$ cat src/design/rrdp_pkg.sv
// ----------------------------------------------------------------------------
// rrdp_pkg
// microcode, control word and status types for the run-length dot product
// ----------------------------------------------------------------------------
package rrdp_pkg;

    localparam int STEP_BITS = 3;
    localparam int ACC_BITS  = 64;
    localparam int HALF_BITS = 32;
    localparam int OUT_BITS  = 72;

    typedef logic [STEP_BITS-1:0] step_t;

    localparam step_t STEP_FETCH  = 3'd0;
    localparam step_t STEP_TEST   = 3'd1;
    localparam step_t STEP_ACC_LO = 3'd2;
    localparam step_t STEP_ACC_HI = 3'd3;
    localparam step_t STEP_EMIT   = 3'd4;

    typedef enum logic [1:0] {
        COND_NONE,
        COND_NO_INPUT,
        COND_NO_PAIR,
        COND_OUT_BUSY
    } cond_t;

    typedef struct packed {
        logic  take_in;
        logic  mul;
        logic  acc_lo;
        logic  acc_hi;
        logic  emit;
        cond_t cond;
        step_t jump_to;
        step_t fall_to;
    } ctrl_t;

    typedef struct packed {
        logic in_fire;
        logic pair;
        logic out_busy;
    } seq_status_t;

    function automatic ctrl_t ucode(input step_t s);
        ctrl_t c;
        c = '{take_in: 1'b0, mul: 1'b0, acc_lo: 1'b0, acc_hi: 1'b0, emit: 1'b0,
              cond: COND_NONE, jump_to: STEP_FETCH, fall_to: STEP_FETCH};
        case (s)
            STEP_FETCH:
            begin
                c.take_in = 1'b1;
                c.cond    = COND_NO_INPUT;
                c.jump_to = STEP_FETCH;
                c.fall_to = STEP_TEST;
            end
            STEP_TEST:
            begin
                c.mul     = 1'b1;
                c.cond    = COND_NO_PAIR;
                c.jump_to = STEP_EMIT;
                c.fall_to = STEP_ACC_LO;
            end
            STEP_ACC_LO:
            begin
                c.acc_lo  = 1'b1;
                c.jump_to = STEP_ACC_HI;
                c.fall_to = STEP_ACC_HI;
            end
            STEP_ACC_HI:
            begin
                c.acc_hi  = 1'b1;
                c.jump_to = STEP_EMIT;
                c.fall_to = STEP_EMIT;
            end
            STEP_EMIT:
            begin
                c.emit    = 1'b1;
                c.cond    = COND_OUT_BUSY;
                c.jump_to = STEP_EMIT;
                c.fall_to = STEP_FETCH;
            end
            default:
            begin
                c.fall_to = STEP_FETCH;
            end
        endcase
        return c;
    endfunction

endpackage

$ cat src/design/rle_run_dot_product.sv
// ----------------------------------------------------------------------------
// rle_run_dot_product
// dot product of two run-length encoded vectors, one run per request
// ----------------------------------------------------------------------------
// Runs of vectors A and B arrive one per request, tagged by tuser. Each request
// yields one result carrying need_a, need_b, the 64-bit wrapping dot product,
// done and error. A five-step microprogram runs the datapath: a request that does
// not complete a pair of runs passes through fetch, test and emit; when both runs
// are held it also passes through two accumulate steps, which do the 64-bit product
// times overlap as two 32-bit multiply-accumulate steps. A result waiting in the
// output register only holds the sequencer once the next result is due.
module rle_run_dot_product #(
    parameter int VALUE_BITS = 16,
    parameter int COUNT_BITS = 16
) (
    input  logic                                          clk,
    input  logic                                          rst_n,
    input  logic                                          s_axis_tvalid,
    output logic                                          s_axis_tready,
    // run_value, run_length
    input  logic [((VALUE_BITS+COUNT_BITS+7)/8)*8-1:0]    s_axis_tdata,
    // side
    input  logic                                          s_axis_tuser,
    // last_run
    input  logic                                          s_axis_tlast,
    output logic                                          m_axis_tvalid,
    input  logic                                          m_axis_tready,
    // need_a, need_b, dot_total, done_res, error
    output logic [rrdp_pkg::OUT_BITS-1:0]                 m_axis_tdata
);
    import rrdp_pkg::*;

    localparam int PROD_BITS = 2 * VALUE_BITS;
    localparam int PAD_BITS  = OUT_BITS - ACC_BITS - 4;

    ctrl_t       ctrl;
    seq_status_t status;

    logic signed [VALUE_BITS-1:0] run_value;
    logic        [COUNT_BITS-1:0] run_length;
    logic                         in_fire;
    logic                         load_err;

    logic signed [VALUE_BITS-1:0] a_value_reg, a_value_next;
    logic signed [VALUE_BITS-1:0] b_value_reg, b_value_next;
    logic        [COUNT_BITS-1:0] a_rem_reg, a_rem_next;
    logic        [COUNT_BITS-1:0] b_rem_reg, b_rem_next;
    logic                         a_held_reg, a_held_next;
    logic                         b_held_reg, b_held_next;
    logic                         a_last_reg, a_last_next;
    logic                         b_last_reg, b_last_next;
    logic                         finished_reg, finished_next;
    logic                         pair_reg, pair_next;
    logic                         err_reg, err_next;
    logic        [ACC_BITS-1:0]   acc_reg, acc_next;
    logic        [ACC_BITS-1:0]   prod_reg, prod_next;
    logic        [COUNT_BITS-1:0] ov_reg, ov_next;
    logic                         out_valid_reg, out_valid_next;
    logic        [OUT_BITS-1:0]   out_data_reg, out_data_next;

    logic signed [PROD_BITS-1:0]           vv_prod;
    logic        [COUNT_BITS-1:0]          ov;
    logic        [COUNT_BITS-1:0]          a_left;
    logic        [COUNT_BITS-1:0]          b_left;
    logic        [HALF_BITS+COUNT_BITS-1:0] mul_lo;
    logic        [HALF_BITS-1:0]           mul_hi;
    logic                                  out_busy;

    assign run_value  = s_axis_tdata[VALUE_BITS-1:0];
    assign run_length = s_axis_tdata[VALUE_BITS+COUNT_BITS-1:VALUE_BITS];

    assign s_axis_tready = ctrl.take_in;
    assign in_fire       = s_axis_tvalid && s_axis_tready;
    assign out_busy      = out_valid_reg && !m_axis_tready;

    assign status = '{in_fire: in_fire, pair: pair_reg, out_busy: out_busy};

    rrdp_seq u_seq (
        .clk    (clk),
        .rst_n  (rst_n),
        .status (status),
        .ctrl   (ctrl)
    );

    assign load_err = finished_reg || (s_axis_tuser ? b_held_reg : a_held_reg);
    assign vv_prod  = a_value_reg * b_value_reg;
    assign ov       = (a_rem_reg < b_rem_reg) ? a_rem_reg : b_rem_reg;
    assign a_left   = a_rem_reg - ov;
    assign b_left   = b_rem_reg - ov;
    assign mul_lo   = prod_reg[HALF_BITS-1:0] * ov_reg;
    assign mul_hi   = prod_reg[ACC_BITS-1:HALF_BITS] * ov_reg;

    always_comb
    begin
        a_value_next   = a_value_reg;
        b_value_next   = b_value_reg;
        a_rem_next     = a_rem_reg;
        b_rem_next     = b_rem_reg;
        a_held_next    = a_held_reg;
        b_held_next    = b_held_reg;
        a_last_next    = a_last_reg;
        b_last_next    = b_last_reg;
        finished_next  = finished_reg;
        pair_next      = pair_reg;
        err_next       = err_reg;
        acc_next       = acc_reg;
        prod_next      = prod_reg;
        ov_next        = ov_reg;
        out_valid_next = out_valid_reg;
        out_data_next  = out_data_reg;

        if (out_valid_reg && m_axis_tready)
        begin
            out_valid_next = 1'b0;
        end

        // slot load on an accepted request
        if (in_fire)
        begin
            err_next  = load_err;
            pair_next = !load_err && (s_axis_tuser ? a_held_reg : b_held_reg);
            if (!load_err)
            begin
                if (!s_axis_tuser)
                begin
                    a_value_next = run_value;
                    a_rem_next   = run_length;
                    a_last_next  = s_axis_tlast;
                    a_held_next  = 1'b1;
                end
                else
                begin
                    b_value_next = run_value;
                    b_rem_next   = run_length;
                    b_last_next  = s_axis_tlast;
                    b_held_next  = 1'b1;
                end
            end
        end

        // overlap, product of values and slot release
        if (ctrl.mul && pair_reg)
        begin
            prod_next  = ACC_BITS'(vv_prod);
            ov_next    = ov;
            a_rem_next = a_left;
            b_rem_next = b_left;
            if (a_left == '0)
            begin
                a_held_next = 1'b0;
                if (a_last_reg)
                begin
                    finished_next = 1'b1;
                end
            end
            if (b_left == '0)
            begin
                b_held_next = 1'b0;
                if (b_last_reg)
                begin
                    finished_next = 1'b1;
                end
            end
        end

        if (ctrl.acc_lo)
        begin
            acc_next = acc_reg + ACC_BITS'(mul_lo);
        end

        if (ctrl.acc_hi)
        begin
            acc_next = acc_reg + {mul_hi, {HALF_BITS{1'b0}}};
        end

        if (ctrl.emit && !out_busy)
        begin
            out_valid_next = 1'b1;
            out_data_next  = {{PAD_BITS{1'b0}}, err_reg, finished_reg, acc_reg,
                              !b_held_reg && !finished_reg,
                              !a_held_reg && !finished_reg};
        end
    end

    always_ff @(posedge clk or negedge rst_n)
    begin
        if (!rst_n)
        begin
            a_value_reg   <= '0;
            b_value_reg   <= '0;
            a_rem_reg     <= '0;
            b_rem_reg     <= '0;
            a_held_reg    <= 1'b0;
            b_held_reg    <= 1'b0;
            a_last_reg    <= 1'b0;
            b_last_reg    <= 1'b0;
            finished_reg  <= 1'b0;
            pair_reg      <= 1'b0;
            err_reg       <= 1'b0;
            acc_reg       <= '0;
            out_valid_reg <= 1'b0;
        end
        else
        begin
            a_value_reg   <= a_value_next;
            b_value_reg   <= b_value_next;
            a_rem_reg     <= a_rem_next;
            b_rem_reg     <= b_rem_next;
            a_held_reg    <= a_held_next;
            b_held_reg    <= b_held_next;
            a_last_reg    <= a_last_next;
            b_last_reg    <= b_last_next;
            finished_reg  <= finished_next;
            pair_reg      <= pair_next;
            err_reg       <= err_next;
            acc_reg       <= acc_next;
            out_valid_reg <= out_valid_next;
        end
    end

    // payload registers
    always_ff @(posedge clk)
    begin
        prod_reg     <= prod_next;
        ov_reg       <= ov_next;
        out_data_reg <= out_data_next;
    end

    assign m_axis_tvalid = out_valid_reg;
    assign m_axis_tdata  = out_data_reg;

endmodule

$ cat src/design/rrdp_seq.sv
// ----------------------------------------------------------------------------
// rrdp_seq
// step counter and microcode rom with conditional jumps
// ----------------------------------------------------------------------------
module rrdp_seq (
    input  logic                 clk,
    input  logic                 rst_n,
    input  rrdp_pkg::seq_status_t status,
    output rrdp_pkg::ctrl_t      ctrl
);
    import rrdp_pkg::*;

    step_t step_reg;
    step_t step_next;
    logic  jump;

    always_comb
    begin
        ctrl = ucode(step_reg);
        case (ctrl.cond)
            COND_NONE:     jump = 1'b0;
            COND_NO_INPUT: jump = !status.in_fire;
            COND_NO_PAIR:  jump = !status.pair;
            COND_OUT_BUSY: jump = status.out_busy;
            default:       jump = 1'b0;
        endcase
        step_next = jump ? ctrl.jump_to : ctrl.fall_to;
    end

    always_ff @(posedge clk or negedge rst_n)
    begin
        if (!rst_n)
        begin
            step_reg <= STEP_FETCH;
        end
        else
        begin
            step_reg <= step_next;
        end
    end

endmodule
$ cat config.mk
export PLATFORM = sky130hd
export DESIGN_NAME = rle_run_dot_product
export DESIGN_NICKNAME = d
export VERILOG_FILES = /design/src/design/rrdp_pkg.sv /design/src/design/rle_run_dot_product.sv /design/src/design/rrdp_seq.sv
export SDC_FILE = /design/constraint.sdc
export NUM_CORES = 2
export LEC_CHECK = 0
export BUFFER_PORTS_ARGS = -buffer_cell sky130_fd_sc_hd__buf_2
export CAP_MARGIN = 25
export CORE_MARGIN = 4
export CORE_UTILIZATION = 32
export DETAILED_ROUTE_END_ITERATION = 7
export GPL_ROUTABILITY_DRIVEN = 0
export PLACE_DENSITY = 0.57
export SETUP_SLACK_MARGIN = 0.15
export SKIP_CTS_REPAIR_TIMING = 1
export SLEW_MARGIN = 10
export SYNTH_ARGS = -nofsm -noshare
export SYNTH_HDL_FRONTEND = slang
export SYNTH_SLANG_ARGS = --single-unit
$ cat constraint.sdc
create_clock -name clk -period 8.8 [get_ports clk]
set_input_delay 0.88 -clock clk [delete_from_list [all_inputs] [get_ports clk]]
set_output_delay 0.88 -clock clk [all_outputs]
set_load 0.02 [all_outputs]
==> summary.log <==
INFO  cells_and_area fillCellCount=13000
INFO  sta            period_share=0.857
INFO  floorplan      fp.coreArea=128000squm
INFO  sta            worst_slew_pin_slew=1.05ns
INFO  setup_path     critPathRequiredTime=9.20ns
INFO  synthesis      ys_types=79
INFO  cells_and_area most_common_cell_after_layout_fill_and_taps_aside=inv_1
INFO  setup_path     timing.critical_path.to_type=register
INFO  sta            timing_hold_violations_final=0
INFO  synthesis      synth_enable_flop_cells=116
INFO  synthesis      synth.area.mux_share=0.0245
INFO  clock_tree     cts-buffers-inserted=34
INFO  cells_and_area finish.cell_count_without_fillers=6132
INFO  global_routing globalRouteTotalUtil=0.164
INFO  placed_design  dp_cells=6068
INFO  synthesis      synth-seq-cells=255
INFO  synthesis      post_synth_xor_area_fraction=0.0292
INFO  cells_and_area design_area=44400squm
INFO  route          drt_drc_violations_left=0
INFO  route          initialDrtViolationCount=2140
INFO  global_routing grt_antenna_before_repair=0
INFO  sta            fmax=0.133GHz
INFO  synthesis      synth-compound-area-share=0.0806
INFO  synthesis      synth_async_sr_flop_share=0.545
INFO  clock_tree     cts_tree=yes
INFO  floorplan      initial_utilization=0.322
INFO  clock_tree     clockBufferDepth=3
INFO  synthesis      avgSynthCellArea=9.24squm
INFO  placed_design  detailed_place.area=43300squm
INFO  route          route.antenna.remaining_nets=0
INFO  cells_and_area largest_register_ff_count=68
INFO  clock_tree     clock_insertion_delay_worst_skew=0.56ns
INFO  cells_and_area antenna_cells=0
INFO  floorplan      die_w=366microns
INFO  global_routing grt_pass1_wl=176mm
INFO  route          detail_route.wl_per_cell=17.7microns
INFO  synthesis      synth_area=41000squm
INFO  sta            fin_worst_skew=0.0320ns
INFO  synthesis      arithmetic_cell_share_of_the_synthesized_area_counting_full_adders_half_adders_and_majority_gates=0.444
INFO  setup_path     startpoint_type=register
INFO  sta            fin_setup_tns=0ns
INFO  setup_path     crit_path_max_fo=12
INFO  cells_and_area areaGrowthSynthToFinish=8.24%
INFO  synthesis      ys_warn_count=0
INFO  floorplan      die_h=366microns
INFO  synthesis      yosysSeqAreaShare=0.170
INFO  route          detailroute.via_count=29700
INFO  worst_hold_path hold_path.class=in -> async
INFO  placed_design  dpl_worst_slack=1.31ns
INFO  sta            setup-violations-final=0
INFO  synthesis      synth_top_flop_cell=dfrtp_1
INFO  sta            rsz0062_at_grt=no
INFO  sta            worst_slew_margin_rel=0.297
INFO  setup_path     r2r.worst_path.cells=22
INFO  route          wirelength=108mm
INFO  floorplan      io-pin-count=112
INFO  setup_path     worst-endpoint-arrival=7.94ns
INFO  cells_and_area final_cell_mix=974 x inv_1, 731 x fa_1, 589 x nand2_1, 310 x and2_1, 285 x ha_1
INFO  global_routing grt-ovfl-total=0
INFO  route          first_pass_iters=5
INFO  floorplan      floorplan.die_area=134000squm
INFO  floorplan      row_count=131
INFO  placed_design  port-buffer-count=107
INFO  clock_tree     cts-htree-levels=2
INFO  global_routing grt_pass1_vias=31400
INFO  clock_tree     clock_sinks=255
INFO  clock_tree     cts_root_buffer=clkbuf_16
INFO  sta            finalCriticalPeriod=7.54ns
INFO  synthesis      postSynthCellCount=4442
INFO  global_routing grt_max_degree=81
INFO  clock_tree     clkTransAtPathRegs=0.06ns
INFO  cells_and_area numnets_final=5499
INFO  run            maximum_capacitance_violations=0
INFO  sta            drv_slew=0
INFO  cells_and_area final_layout_size_suffix_gt1_frac=0.0655
INFO  placed_design  post-dp-hpwl=85.8mm
INFO  outcome        outcome=finished, final reports clean
INFO  synthesis      combinational_family_with_the_most_area_after_synthesis=adder cells
INFO  setup_path     criticalPathCategory=reg -> reg
INFO  sta            finalWorstSetupSlack=1.26ns
INFO  setup_path     r2r_setup_slack=1.26ns
INFO  route          drt-vias-per-instance=4.85
INFO  synthesis      synth-simple-area-share=0.146
==> critical path: stages (launching register included) <==
cell      delay (ns)
edfxtp_1        0.88
buf_4           0.35
nand2_1         0.11
fa_1            0.57
inv_1           0.05
fa_1            0.48
fa_1            0.59
fa_1            0.45
fa_1            0.50
inv_1           0.05
fa_1            0.47
inv_1           0.04
ha_1            0.40
and3_1          0.24
and4_1          0.24
o31ai_1         0.16
o221a_2         0.27
a2111o_1        0.49
a21oi_2         0.22
o21ai_2         0.13
a211oi_2        0.39
mux2i_1         0.23
a21oi_1         0.08
==> synth_stat cells, types with 19 or more instances <==
master | n | area share
ha_1 | 285 | 0.087
nor3_1 | 36 | 0.0044
mux2i_1 | 24 | 0.0059
and3_1 | 24 | 0.0037
xnor2_1 | 89 | 0.019
and2_1 | 310 | 0.047
a21o_1 | 55 | 0.010
a211oi_1 | 24 | 0.0044
o21a_1 | 19 | 0.0035
o21ai_0 | 142 | 0.017
nand3_1 | 34 | 0.0041
inv_1 | 974 | 0.089
fa_1 | 731 | 0.36
nand2_1 | 590 | 0.054
nor2b_1 | 21 | 0.0032
edfxtp_1 | 116 | 0.085
dfrtp_1 | 139 | 0.085
nand2b_1 | 39 | 0.0059
xor2_1 | 48 | 0.010
nor2_1 | 131 | 0.012
a21oi_1 | 160 | 0.020
clkbuf_1 | 176 | 0.016
mux2_2 | 68 | 0.019
==> path summary, 6_finish.rpt <==
check	from	endpoint
max	ov_reg[7]$_DFFE_PP_	acc_reg[56]$_DFFE_PN0N_
min reg2reg	err_reg$_DFFE_PN0P_	m_axis_tdata[67]$_DFFE_PP_
min in group clk	err_reg$_DFFE_PN0P_	m_axis_tdata[67]$_DFFE_PP_
max reg2reg	ov_reg[7]$_DFFE_PP_	acc_reg[56]$_DFFE_PN0N_
min	rst_n	acc_reg[3]$_DFFE_PN0P_
max in group asynchronous	rst_n	a_value_reg[5]$_DFFE_PN0P_
==> cell type report <==
type / instances / area [sq um] / share of cell area
well taps: 1662 / 2080 / 0.0468
clock inverters: 16 / 121 / 0.00273
multi-input cells: 3029 / 29700 / 0.669
repair buffers: 150 / 945 / 0.0213
inverters: 975 / 3660 / 0.0824
clock buffers: 45 / 923 / 0.0208
flip-flops and latches: 255 / 6960 / 0.157
==> layer usage <==
layer  up-vias  part of all wire  GRT usage  routed length (microns)
li1      13700                 -          -                        -
met1     15100              0.46      0.232                    50000
met2       793              0.46      0.265                    49700
met3       136             0.056     0.0231                     6090
met4         0             0.024     0.0395                     2600
met5         -                 0          0                        0
==> metrics by stage <==
stage          hold WS [ns]  utilization
4_1_cts               0.298        0.348
5_1_grt               0.327        0.348
2_1_floorplan         0.425            -
3_3_place_gp          0.434        0.339
6_report              0.304        0.348
3_5_place_dp          0.433        0.340
==> cell families after synthesis <==
family                   count (synthesis)
AO/OA/AOI/OAI                          530
AND/OR/NAND/NOR                       1250
buffers and inverters                 1161
adder cells (fa/ha/maj)               1016
other                                    1
multiplexers                            92
flip-flops                             255
XOR/XNOR                               137
Power is not shown: default switching activity piles up to over one toggle a cycle in this logic, so the estimate is an artifact.
